===== config.mk =====
export PLATFORM = sky130hd
export DESIGN_NAME = tfr_ctrl
export DESIGN_NICKNAME = d
export VERILOG_FILES = /design/src/hdl/tfr_pkg.sv /design/src/hdl/tfr_ctrl.sv
export SDC_FILE = /design/constraint.sdc
export NUM_CORES = 1
export LEC_CHECK = 0
export CAP_MARGIN = 20
export CORE_MARGIN = 3
export CORE_UTILIZATION = 40
export DETAILED_ROUTE_END_ITERATION = 10
export DONT_BUFFER_PORTS = 1
export PLACE_DENSITY = 0.51
export SLEW_MARGIN = 20
export SYNTH_ARGS = -nofsm -noshare
export SYNTH_HDL_FRONTEND = slang
export SYNTH_SLANG_ARGS = --single-unit

===== constraint.sdc =====
create_clock -name i_clk -period 2.8 [get_ports i_clk]
set_input_delay 0.56 -clock i_clk [delete_from_list [all_inputs] [get_ports i_clk]]
set_output_delay 0.56 -clock i_clk [all_outputs]
set_load 0.01 [all_outputs]

===== src/hdl/tfr_pkg.sv =====
`timescale 1ns / 1ps
// ----------------------------------------------------------------------------
// tfr_pkg
// Shared constants and controller/datapath interface types for the
// transfer function rasterizer.
// ----------------------------------------------------------------------------
package tfr_pkg;

    // Table geometry.
    localparam int MAX_TEXELS = 256;
    localparam int IDX_W      = $clog2(MAX_TEXELS);
    localparam int CH_W       = 8;
    localparam int NUM_CH     = 4;
    localparam int COL_W      = CH_W * NUM_CH;
    localparam int POS_W      = 16;
    localparam int TEX_CNT_W  = 9;

    // Stream payload widths.
    localparam int IN_DATA_W  = 64;
    localparam int OUT_DATA_W = COL_W;

    // Configuration register indexes.
    localparam int CFG_IDX_W       = 2;
    localparam int CFG_DATA_W      = 16;
    localparam logic [CFG_IDX_W-1:0] CFG_VALUE_MIN     = 2'd0;
    localparam logic [CFG_IDX_W-1:0] CFG_VALUE_MAX     = 2'd1;
    localparam logic [CFG_IDX_W-1:0] CFG_TEXELS_IN_USE = 2'd2;

    // Operation codes carried in tuser.
    localparam logic OP_POINT = 1'b0;
    localparam logic OP_READ  = 1'b1;

    // Commands from the controller to the datapath.
    typedef struct packed {
        logic       capture;    // latch an accepted transaction
        logic       mul;        // form offset product, load the divider
        logic       div_step;   // one restoring division step
        logic       idx_save;   // keep the quotient as the point index
        logic       ch_load;    // load the divider with one channel delta
        logic [1:0] ch;         // channel being worked on
        logic       ch_save;    // keep channel step and remainder step
        logic       fill_init;  // start the segment fill
        logic       fill_step;  // write one blended texel
        logic       own_write;  // write the point's own texel
        logic       out_load;   // load the read result into the output
    } t_cmd;

    // Status from the datapath to the controller.
    typedef struct packed {
        logic in_read;          // accepted transaction is a read
        logic need_blend;       // segment to blend exists
        logic fill_last;        // current fill texel is the last one
    } t_status;

endpackage


===== src/hdl/tfr_ctrl.sv =====
`timescale 1ns / 1ps
// ----------------------------------------------------------------------------
// tfr_ctrl
// Sequencer for reads, index division, channel step division, segment fill
// and the point's own texel write; owns the stream handshakes.
// ----------------------------------------------------------------------------
module tfr_ctrl
    import tfr_pkg::*;
(
    input  logic    i_clk,
    input  logic    i_rst_n,
    input  logic    i_in_valid,
    output logic    o_in_ready,
    output logic    o_out_valid,
    input  logic    i_out_ready,
    input  t_status i_status,
    output t_cmd    o_cmd
);

    localparam logic [3:0] S_IDLE  = 4'd0;
    localparam logic [3:0] S_RADDR = 4'd1;
    localparam logic [3:0] S_ROUT  = 4'd2;
    localparam logic [3:0] S_MUL   = 4'd3;
    localparam logic [3:0] S_DIV   = 4'd4;
    localparam logic [3:0] S_IDX   = 4'd5;
    localparam logic [3:0] S_CLOAD = 4'd6;
    localparam logic [3:0] S_CDIV  = 4'd7;
    localparam logic [3:0] S_CSAVE = 4'd8;
    localparam logic [3:0] S_FINIT = 4'd9;
    localparam logic [3:0] S_FILL  = 4'd10;
    localparam logic [3:0] S_OWN   = 4'd11;

    logic [3:0] r_state, n_state;
    logic [2:0] r_cnt, n_cnt;
    logic [1:0] r_ch, n_ch;
    logic       r_out_valid, n_out_valid;

    // Next state and command decode.
    always_comb begin
        n_state     = r_state;
        n_cnt       = r_cnt;
        n_ch        = r_ch;
        n_out_valid = r_out_valid & ~i_out_ready;
        o_cmd       = '0;
        o_cmd.ch    = r_ch;
        o_in_ready  = (r_state == S_IDLE);
        case (r_state)
            S_IDLE: begin
                if (i_in_valid) begin
                    o_cmd.capture = 1'b1;
                    n_state = i_status.in_read ? S_RADDR : S_MUL;
                end
            end
            S_RADDR: n_state = S_ROUT;
            S_ROUT: begin
                if (!r_out_valid || i_out_ready) begin
                    o_cmd.out_load = 1'b1;
                    n_out_valid    = 1'b1;
                    n_state        = S_IDLE;
                end
            end
            S_MUL: begin
                o_cmd.mul = 1'b1;
                n_cnt     = '0;
                n_state   = S_DIV;
            end
            S_DIV: begin
                o_cmd.div_step = 1'b1;
                n_cnt = r_cnt + 3'd1;
                if (r_cnt == 3'd7) n_state = S_IDX;
            end
            S_IDX: begin
                o_cmd.idx_save = 1'b1;
                n_ch    = '0;
                n_state = i_status.need_blend ? S_CLOAD : S_OWN;
            end
            S_CLOAD: begin
                o_cmd.ch_load = 1'b1;
                n_cnt   = '0;
                n_state = S_CDIV;
            end
            S_CDIV: begin
                o_cmd.div_step = 1'b1;
                n_cnt = r_cnt + 3'd1;
                if (r_cnt == 3'd7) n_state = S_CSAVE;
            end
            S_CSAVE: begin
                o_cmd.ch_save = 1'b1;
                n_ch    = r_ch + 2'd1;
                n_state = (r_ch == 2'd3) ? S_FINIT : S_CLOAD;
            end
            S_FINIT: begin
                o_cmd.fill_init = 1'b1;
                n_state = S_FILL;
            end
            S_FILL: begin
                o_cmd.fill_step = 1'b1;
                if (i_status.fill_last) n_state = S_OWN;
            end
            S_OWN: begin
                o_cmd.own_write = 1'b1;
                n_state = S_IDLE;
            end
            default: n_state = S_IDLE;
        endcase
    end

    // State registers.
    always_ff @(posedge i_clk) begin
        if (!i_rst_n) begin
            r_state     <= S_IDLE;
            r_cnt       <= '0;
            r_ch        <= '0;
            r_out_valid <= 1'b0;
        end else begin
            r_state     <= n_state;
            r_cnt       <= n_cnt;
            r_ch        <= n_ch;
            r_out_valid <= n_out_valid;
        end
    end

    assign o_out_valid = r_out_valid;

endmodule


==> impl_metrics.json, run 1 <==
{
  "fillers": 202,
  "timing.max_cap.violations": 0,
  "yosys.area_share.adder": 0.0498,
  "number_of_enable_type_register_cells_in_the_synthesized_netlist": 0,
  "layout.cells.most_common": "nor2_1",
  "combined_area_of_the_multi_input_logic_cells_sq_um": 494,
  "first_iter_violations": 14,
  "hold_class": "input port to register",
  "clock_buffers_created_by_tritoncts": 3,
  "drt.antenna.violating_nets": 0,
  "timing.setup.tns_ns": 0,
  "synth_area_in_simple_gates": 0.360,
  "first_global_vias": 665,
  "synthesis.nets": 109,
  "grt_start_max_net_pins": 22,
  "max_slew_violation_count": 0,
  "total_of_buffers_placed_on_input_and_output_ports": 0,
  "yosys_most_used_dff": "dfxtp_1",
  "final_period_minus_worst_setup_slack_ns": 2.32,
  "register_area_sq_um": 200,
  "cts_hold_buf": 0,
  "min_delay_path_depth": 2,
  "finalSetupViolCount": 0,
  "die-area_sq_um": 2440,
  "avgRoutedWirePerCell_microns": 14.5,
  "synth.top_cells.by_area": "dfxtp_1, nor2_1, a21oi_1",
  "rows": 15,
  "fin_nets": 106,
  "post-synth-top-area-cell": "dfxtp_1",
  "htreeDepth": 1,
  "fp.coreArea_sq_um": 1750,
  "tritoncts_clock_tree": "done",
  "wirelength_microns": 1740,
  "cts_root_buf": "clkbuf_4",
  "top_level_i_o_count": 21,
  "timing_worst_setup_path_type": "register to output port",
  "grt_first_pass_wirelength_microns": 3040,
  "max_stage_delay_ns": 0.77,
  "ys_warn_count": 0,
  "setup_repair_after_global_routing_missed_its_margin": "no",
  "leading_cell_types_in_the_layout_fill_and_taps_excluded": "nor2_1, dfxtp_1, a21oi_1, nor3_1, nand2_1",
  "cell_at_the_slowest_stage_of_the_critical_path": "dfxtp_1",
  "critical_path.top_delay_family": "flip-flops",
  "async_reset_ff_frac": 0,
  "synth-xor-area-share": 0.0216,
  "crit_required_ns": 2.24,
  "worst_skew_late_latency_ns": 0.26,
  "initial_utilization": 0.432,
  "clock-sinks": 10,
  "ctsLongestPathBuffers": 2,
  "post_synthesis_instance_total": 99,
  "synth_largest_type_area_fraction": 0.266,
  "layout-area-overhead-vs-synth_pct": 2.66,
  "cts_post_setup_buffers_inserted": 0,
  "drc": 0,
  "critPathMaxFanout": 21,
  "finalHoldViolations": 0,
  "worstPathBufferInverterCount": 0,
  "timing.critical_path.arrival_ns": 1.76,
  "hpwlAfterDp_microns": 1250,
  "outcome": "complete, no violations",
  "critPathLaunchType": "register",
  "postLayoutCellArea_sq_um": 773,
  "place_congestion": 0.765,
  "synth_sequential_area_ratio": 0.266,
  "setup.worst_path.end_class": "output port",
  "synthesized_area_fraction_occupied_by_ao_oa_aoi_and_oai_cells": 0.224,
  "internal_power_uw": 370,
  "fin_skew_ns": 0.00274,
  "switching_share": 0.459,
  "dieHeight_microns": 49.4,
  "power_density_nw_per_um2": 883,
  "cellLeakagePower_uw": 0.000266,
  "global_route_overflow": 0,
  "grt_usage": 0.158,
  "post_synth_instance_area_sq_um": 753,
  "total_switching_power_uw": 314,
  "combinational_power_share": 0.432,
  "overall_power_after_layout_uw": 683,
  "drt_first_pass_iters": 4,
  "ys_seq_elements": 10,
  "clkTransAtPathRegs_ns": 0.07,
  "final.period_utilization": 0.827,
  "combinational_family_with_the_most_area_after_synthesis": "simple AND/OR/NAND/NOR gates",
  "vdd_drop_max_v": 0.000439,
  "die-width_microns": 49.4,
  "post_cts_resize_count": 0,
  "worst-slew-pin-transition_ns": 0.696,
  "fin_worst_hold_slack_ns": 0.473,
  "critical_path_cell_sequence": "nor4b_2, nor2b_1",
  "vias_per_std_cell": 5.71,
  "p_clk_frac": 0.187,
  "syn_avg_cell_area_sq_um": 7.61,
  "reg2regPathDepth": 4,
  "relSlewSlack": 0.535,
  "cp.depth": 2,
  "synth_mux_area_frac": 0,
  "num_vias": 685,
  "insertedDiodeCount": 0,
  "synth.lib_cells_used.distinct": 33,
  "seqPwrFrac": 0.381,
  "max_freq_mhz": 432,
  "placed_area_sq_um": 737,
  "initial_antenna_violation_count": 0,
  "drive_above_1_share": 0.126
}
path summary, 6_finish.rpt:
path	start	to	slack, ns
min reg2reg	r_cnt[1]$_SDFFE_PN0P_	r_cnt[1]$_SDFFE_PN0P_	0.51
min	i_rst_n	r_state[1]$_SDFFE_PN0P_	0.47
max	r_state[1]$_SDFFE_PN0P_	o_cmd[0]	0.48
max reg2reg	r_state[2]$_SDFFE_PN0P_	r_state[0]$_SDFFE_PN0P_	1.01
area by class of cell:
| type | count | area share |
|---|---|---|
| tap | 25 | 0.0405 |
| inverter | 3 | 0.0146 |
| clock buffer | 4 | 0.0469 |
| multi-input combinational | 78 | 0.639 |
| sequential | 10 | 0.259 |
power groups by stage:
stage               Combinational (uW)  Clock (uW)  Sequential (uW)
CTS                                297         134              258
global placement                   298           0              258
finish                             295         127              260
global route                       335         140              269
floorplan                          345           0              186
detailed placement                 297           0              260
registers in the layout, summed over array words and instances, names as in the netlist:
register	count
o_out_valid	1
r_ch	2
r_state	4
r_cnt	3
cells in the mapped netlist (all sizes together) (2+ instances only):
cell	count
a2111oi	2
a21oi	8
a22oi	2
buf	7
dfxtp	10
ha	3
inv	3
nand2	6
nand2b	4
nor2	19
nor2b	5
nor3	7
o2111ai	2
o21ai	4
o22ai	4
or3	3
or4	2
layer usage:
layer	GRT usage	vias up	routed length [microns]	part of all wire
met5	0	-	0	0
met1	0.202	327	802	0.46
met3	0.0489	2	84	0.048
met4	0.0415	0	14	0.0080
li1	-	343	-	-
met2	0.257	13	839	0.48
cells by family after synthesis:
logic type      Yosys count
compound gates           23
fa+ha+maj                 3
buf+inv                  11
flops                    10
xor+xnor                  1
simple gates             51
per-stage QoR:
| stage | utilization | instances | worst slack, ns |
|---|---|---|---|
| 3_5_place_dp | 0.422 | 116 | 0.791 |
| 2_1_floorplan | - | 99 | 0.944 |
| 6_report | 0.443 | 120 | 0.484 |
| 3_3_place_gp | 0.422 | 116 | 0.808 |
| 4_1_cts | 0.443 | 120 | 0.490 |
| 5_1_grt | 0.443 | 120 | 0.309 |
Note: power is estimated with default switching activity, not from simulation.
==> run 2, diff against run 1 <==
--- a/config.mk
+++ b/config.mk
@@ -5,12 +5,13 @@
 export SDC_FILE = /design/constraint.sdc
 export NUM_CORES = 1
 export LEC_CHECK = 0
+export ABC_AREA = 1
 export CAP_MARGIN = 20
 export CORE_MARGIN = 3
 export CORE_UTILIZATION = 40
 export DETAILED_ROUTE_END_ITERATION = 10
 export DONT_BUFFER_PORTS = 1
-export PLACE_DENSITY = 0.51
+export PLACE_DENSITY = 0.53
 export SLEW_MARGIN = 20
 export SYNTH_ARGS = -nofsm -noshare
 export SYNTH_HDL_FRONTEND = slang
==> constraint.sdc (replaced) <==
create_clock -name i_clk -period 1.89 [get_ports i_clk]
set_input_delay 0.378 -clock i_clk [delete_from_list [all_inputs] [get_ports i_clk]]
set_output_delay 0.378 -clock i_clk [all_outputs]
set_load 0.01 [all_outputs]
==> run 2 against run 1 <==
- register-to-register slack worse by 0.41 ns
- utilization is 2.4 points higher
- via count is 6.0% lower
- sequential share of layout area is 1.3 points higher
- wire length is 14% lower
- first-iteration DRC count is 21% lower
- clock-buffer cell count is 1 lower
- clock skew is 0.0054 ns higher
- synthesized area is 7.8% lower
- largest cell class unchanged
- design area is 4.7% lower
==> impl_metrics.json, run 2 <==
{
  "outcome": "complete, no violations",
  "setup_repair_after_global_routing_missed_its_margin": "no",
  "clock_buffers_created_by_tritoncts": 3,
  "final_period_minus_worst_setup_slack_ns": 1.63,
  "dieHeight_microns": 47.7,
  "worst_skew_late_latency_ns": 0.27,
  "finalSetupViolCount": 0,
  "reg_top3": "r_state: 4 flops, r_cnt: 3 flops, r_ch: 2 flops",
  "wirelength_microns": 1500,
  "syn_avg_cell_area_sq_um": 6.31,
  "synth.top_cells.by_area": "dfxtp_1, nand2_1, inv_1",
  "worst-slew-pin-transition_ns": 0.334,
  "power_density_nw_per_um2": 1220,
  "cts_root_buf": "clkbuf_4",
  "rrSetupSlack_ns": 0.60,
  "critPathLaunchType": "register",
  "regToRegStartpoint": "r_cnt[0]$_SDFFE_PN0P_",
  "first_global_vias": 569,
  "finalHoldViolations": 0,
  "placedCellCount": 126,
  "place_congestion": 0.877,
  "avgRoutedWirePerCell_microns": 11.6,
  "die-width_microns": 47.7,
  "combinational_power_share": 0.506,
  "cp.depth": 3,
  "layout.cells.most_common": "nand2_1",
  "synth_area_in_simple_gates": 0.420,
  "timing.max_cap.violations": 0,
  "critPathMaxFanout": 6,
  "insertedDiodeCount": 0,
  "fin_nets": 125,
  "global_route_overflow": 0,
  "clock-sinks": 10,
  "seqPwrFrac": 0.332,
  "synthesis.nets": 120,
  "fin_skew_ns": 0.00817,
  "max_slew_violation_count": 0,
  "fin_worst_hold_slack_ns": 0.244,
  "switching_share": 0.487,
  "crit_required_ns": 1.51,
  "hpwlAfterDp_microns": 1240,
  "combinational_family_with_the_most_area_after_synthesis": "simple AND/OR/NAND/NOR gates",
  "ys_seq_elements": 10,
  "endpoint": "o_cmd[0]",
  "synth_sequential_area_ratio": 0.288,
  "startpoint": "r_state[3]$_SDFFE_PN0P_",
  "grt_first_pass_wirelength_microns": 2420,
  "synth-xor-area-share": 0,
  "clkTransAtPathRegs_ns": 0.07,
  "drc": 0,
  "yosys.area_share.adder": 0.0541,
  "grt_usage": 0.162,
  "synth_mux_area_frac": 0,
  "initial_antenna_violation_count": 0,
  "largest_register": "r_state",
  "rows": 14,
  "cts_post_setup_buffers_inserted": 0,
  "post_synthesis_instance_total": 110,
  "setup.worst_path.end_class": "output port",
  "post_synth_instance_area_sq_um": 694,
  "post_cts_resize_count": 0,
  "cp_common_cell": "nor2_1",
  "top_level_i_o_count": 21,
  "postLayoutCellArea_sq_um": 737,
  "hold_class": "input port to register",
  "vdd_drop_max_v": 0.000594,
  "p_clk_frac": 0.163,
  "max_freq_mhz": 614,
  "drt.antenna.violating_nets": 0,
  "cellLeakagePower_uw": 0.000376,
  "critical_path.top_delay_family": "simple AND/OR/NAND/NOR gates",
  "post-synth-top-area-cell": "dfxtp_1",
  "hold_path_startpoint": "i_rst_n",
  "first_iter_violations": 11,
  "grt_start_max_net_pins": 9,
  "drive_above_1_share": 0.186,
  "htreeDepth": 1,
  "post_layout_nonfiller_instances": 129,
  "reg2regPathDepth": 8,
  "vias_per_std_cell": 4.99,
  "worstPathBufferInverterCount": 0,
  "num_vias": 644,
  "tritoncts_clock_tree": "done",
  "drt_first_pass_iters": 4,
  "internal_power_uw": 460,
  "critical_path_cell_sequence": "nor2_1, nand2_1, nor2_1",
  "final.period_utilization": 0.861,
  "ys_warn_count": 0,
  "max_stage_delay_ns": 0.35,
  "timing.critical_path.arrival_ns": 1.25,
  "timing.setup.tns_ns": 0,
  "synthesized_area_fraction_occupied_by_ao_oa_aoi_and_oai_cells": 0.119,
  "total_switching_power_uw": 436,
  "regToRegEndpoint": "r_state[2]$_SDFFE_PN0P_",
  "post-synth-top-count-cell": "nand2_1",
  "cell_at_the_slowest_stage_of_the_critical_path": "dfxtp_1",
  "ctsLongestPathBuffers": 2,
  "leading_cell_types_in_the_layout_fill_and_taps_excluded": "nand2_1, inv_1, nor2_1, a21oi_1, dfxtp_1",
  "yosys_most_used_dff": "dfxtp_1",
  "die-area_sq_um": 2270,
  "timing_worst_setup_path_type": "register to output port",
  "cts_hold_buf": 0,
  "layout-area-overhead-vs-synth_pct": 6.13,
  "fp.coreArea_sq_um": 1580,
  "initial_utilization": 0.440,
  "largest_reg_flops": 4,
  "relSlewSlack": 0.776,
  "total_of_buffers_placed_on_input_and_output_ports": 0,
  "synth_common_cells": "nand2_1, inv_1, nor2_1",
  "async_reset_ff_frac": 0,
  "overall_power_after_layout_uw": 896,
  "synth.lib_cells_used.distinct": 19,
  "placed_area_sq_um": 714,
  "synth_largest_type_area_fraction": 0.288,
  "number_of_enable_type_register_cells_in_the_synthesized_netlist": 0
}
-- run 2: changes by cell type after synthesis, moves of 3 or more --
cell | previous run | this run
nand2_1 | 6 | 28
inv_1 | 3 | 19
nor2_1 | 19 | 12
nand2_2 | 0 | 6
buf_2 | 5 | 0
nor2b_1 | 5 | 0
nor3_1 | 6 | 1
nand2b_1 | 4 | 0
inv_2 | 0 | 3
nand3_1 | 0 | 3
nor2_2 | 0 | 3
-- run 2: routing by layer --
layer,vias up,track usage,share of wire
li1,345,-,-
met4,0,0.0806,0.020
met1,278,0.202,0.47
met2,16,0.238,0.45
met3,5,0.0677,0.057
met5,-,0,0
-- run 2: logic make-up (layout without fill, tap and decap cells) --
kind of cell    after synthesis  count (layout)
fa+ha+maj                     3               3
buf+inv                      22              25
simple gates                 60              60
compound gates               15              15
flops                        10              10
-- run 2: power groups by stage --
stage                     registers [uW]  clock network (uW)  logic [uW]
after CTS                            296                 156         457
after global routing                 305                 163         520
after detailed placement             301                   0         456
final                                297                 146         453
after floorplan                      295                   0         378
after global placement               300                   0         463
-- run 2: worst min-delay path by stage --
| stage | slack (ns) | end | cells past startpoint |
|---|---|---|---|
| floorplan | 0.43 | r_cnt[0]$_SDFFE_PN0P_ | 1 |
| global placement | 0.45 | r_cnt[0]$_SDFFE_PN0P_ | 1 |
| global route | 0.23 | r_ch[0]$_SDFFE_PN0P_ | 2 |
| CTS | 0.24 | r_cnt[0]$_SDFFE_PN0P_ | 2 |
| detailed placement | 0.46 | r_cnt[0]$_SDFFE_PN0P_ | 1 |
| finish | 0.24 | r_ch[0]$_SDFFE_PN0P_ | 2 |
-- run 2: layout make-up --
| cell class | count | area (sq um) |
|---|---|---|
| tap | 16 | 20.0 |
| sequential | 10 | 200 |
| multi-input combinational | 78 | 412 |
| inverter | 22 | 82.6 |
| clock buffer | 3 | 22.5 |
| fill | 180 | 840 |
-- run 2: metrics by stage --
step	setup WS, ns	util
after floorplan	0.648	-
after global placement	0.564	0.453
after detailed placement	0.551	0.453
after CTS	0.245	0.467
after global routing	0.121	0.467
final	0.263	0.467
==> run 3, diff against run 2 <==
--- a/config.mk
+++ b/config.mk
@@ -8,10 +8,10 @@
 export ABC_AREA = 1
 export CAP_MARGIN = 20
 export CORE_MARGIN = 3
-export CORE_UTILIZATION = 40
+export CORE_UTILIZATION = 53
 export DETAILED_ROUTE_END_ITERATION = 10
 export DONT_BUFFER_PORTS = 1
-export PLACE_DENSITY = 0.53
+export PLACE_DENSITY = 0.68
 export SLEW_MARGIN = 20
 export SYNTH_ARGS = -nofsm -noshare
 export SYNTH_HDL_FRONTEND = slang
==> run 3 against run 2 <==
- flip-flop and latch count stayed put
- cell count is 1.6% lower
- clock-buffer cell count stayed put
- fmax is 2.2% lower
- clock skew is 0.0060 ns lower
- sequential share of layout area is 0.093 points higher
- register-to-register slack hardly changed
- total power is 0.29% higher
- first-iteration DRC count grew to 2.9 times the previous value
- highest routed layer unchanged
- non-clock buffer count stayed put
- critical endpoint is now o_cmd[11]
- critical path depth stayed put
- utilization is 16 points higher
==> impl_metrics.json, run 3 (synthesis results as in run 2) <==
{
  "htreeDepth": 1,
  "leading_cell_types_in_the_layout_fill_and_taps_excluded": "nand2_1, inv_1, nor2_1, a21oi_1, dfxtp_1",
  "setup.worst_path.end_class": "output port",
  "num_vias": 650,
  "die-width_microns": 42.2,
  "fillers": 111,
  "crit_required_ns": 1.51,
  "hold_path_startpoint": "i_rst_n",
  "drive_above_1_share": 0.186,
  "largest_reg_flops": 4,
  "placedCellCount": 124,
  "regToRegEndpoint": "r_state[1]$_SDFFE_PN0P_",
  "final_period_minus_worst_setup_slack_ns": 1.66,
  "first_iter_violations": 32,
  "dieHeight_microns": 42.2,
  "rows": 12,
  "relSlewSlack": 0.745,
  "max_freq_mhz": 601,
  "ctsLongestPathBuffers": 2,
  "finalHoldViolations": 0,
  "power_density_nw_per_um2": 1220,
  "postLayoutCellArea_sq_um": 734,
  "min_delay_path_depth": 2,
  "drt_first_pass_iters": 4,
  "wirelength_microns": 1460,
  "largest_register": "r_state",
  "top_level_i_o_count": 21,
  "cellLeakagePower_uw": 0.000376,
  "worstHoldEndpoint": "r_ch[0]$_SDFFE_PN0P_",
  "finalSetupViolCount": 0,
  "overall_power_after_layout_uw": 899,
  "setup_repair_after_global_routing_missed_its_margin": "no",
  "hpwlAfterDp_microns": 1150,
  "fp.coreArea_sq_um": 1170,
  "insertedDiodeCount": 0,
  "cts_root_buf": "clkbuf_4",
  "cts_post_setup_buffers_inserted": 0,
  "grt_start_max_net_pins": 9,
  "timing.setup.tns_ns": 0,
  "initial_antenna_violation_count": 0,
  "clkTransAtPathRegs_ns": 0.06,
  "drc": 0,
  "grt_first_pass_wirelength_microns": 2370,
  "fin_nets": 125,
  "total_of_buffers_placed_on_input_and_output_ports": 0,
  "drt.antenna.violating_nets": 0,
  "clock-sinks": 10,
  "setup_slack_ns": 0.225,
  "hold_class": "input port to register",
  "post_cts_resize_count": 0,
  "regToRegStartpoint": "r_cnt[0]$_SDFFE_PN0P_",
  "die-area_sq_um": 1780,
  "worst_skew_late_latency_ns": 0.27,
  "tritoncts_clock_tree": "done",
  "timing.critical_path.arrival_ns": 1.29,
  "reg2regPathDepth": 8,
  "fin_skew_ns": 0.00217,
  "critPathLaunchType": "register",
  "timing.max_cap.violations": 0,
  "layout.cells.most_common": "nand2_1",
  "final.period_utilization": 0.881,
  "critPathMaxFanout": 6,
  "first_global_vias": 543,
  "cts_hold_buf": 0,
  "layout-area-overhead-vs-synth_pct": 5.77,
  "timing_worst_setup_path_type": "register to output port",
  "reg_top3": "r_state: 4 flops, r_cnt: 3 flops, r_ch: 2 flops",
  "avgRoutedWirePerCell_microns": 11.5,
  "post_layout_nonfiller_instances": 127,
  "placed_area_sq_um": 712,
  "dpl_worst_slack_ns": 0.544,
  "grt_usage": 0.177,
  "clock_buffers_created_by_tritoncts": 3,
  "max_slew_violation_count": 0,
  "vdd_drop_max_v": 0.000633,
  "global_route_overflow": 0,
  "initial_utilization": 0.593,
  "worst-slew-pin-transition_ns": 0.381,
  "rrSetupSlack_ns": 0.60,
  "vias_per_std_cell": 5.12,
  "outcome": "complete, no violations",
  "place_congestion": 0.851
}
-- run 3: final cells by class --
type                            count  area [sq um]  share of cell area
Multi-Input combinational cell     78           412               0.560
Sequential cell                    10           200               0.273
Inverter                           22          82.6               0.112
Clock buffer                        3          22.5              0.0307
Tap cell                           14          17.5              0.0239
-- run 3: how the worst max path moves through the flow --
| stage | from | end | slack, ns | depth (start not counted) |
|---|---|---|---|---|
| floorplan | r_state[3]$_SDFFE_PN0P_ | o_cmd[0] | 0.65 | 3 |
| detailed placement | r_state[3]$_SDFFE_PN0P_ | o_cmd[11] | 0.54 | 3 |
| finish | r_state[3]$_SDFFE_PN0P_ | o_cmd[11] | 0.23 | 3 |
| global placement | r_state[3]$_SDFFE_PN0P_ | o_cmd[0] | 0.56 | 3 |
| global route | r_state[2]$_SDFFE_PN0P_ | o_cmd[0] | 0.16 | 3 |
| CTS | r_state[3]$_SDFFE_PN0P_ | o_cmd[11] | 0.25 | 3 |
-- run 3: through the flow --
stage,hold slack (ns),util
after floorplan,0.435,-
after global placement,0.451,0.608
after detailed placement,0.453,0.608
after CTS,0.241,0.627
after global routing,0.240,0.627
final,0.244,0.627
-- run 3: routing by layer --
layer / GRT usage / share of wire / wire length, microns
met5: 0 / 0 / 0
met4: 0.112 / 0.028 / 41
met3: 0.0515 / 0.069 / 101
met2: 0.258 / 0.42 / 607
met1: 0.224 / 0.49 / 707
-- run 3: worst max-delay path: stages, from the launching register on --
cell and delay [ns]:
dfxtp_1 0.35, nor2_1 0.34, nand2_1 0.13, nor2_1 0.20
-- run 3: report_power, final --
part           switching (uW)  total [uW]  internal (uW)
Sequential               44.6         294            250
Clock                    72.6         146           73.7
Combinational             321         458            137
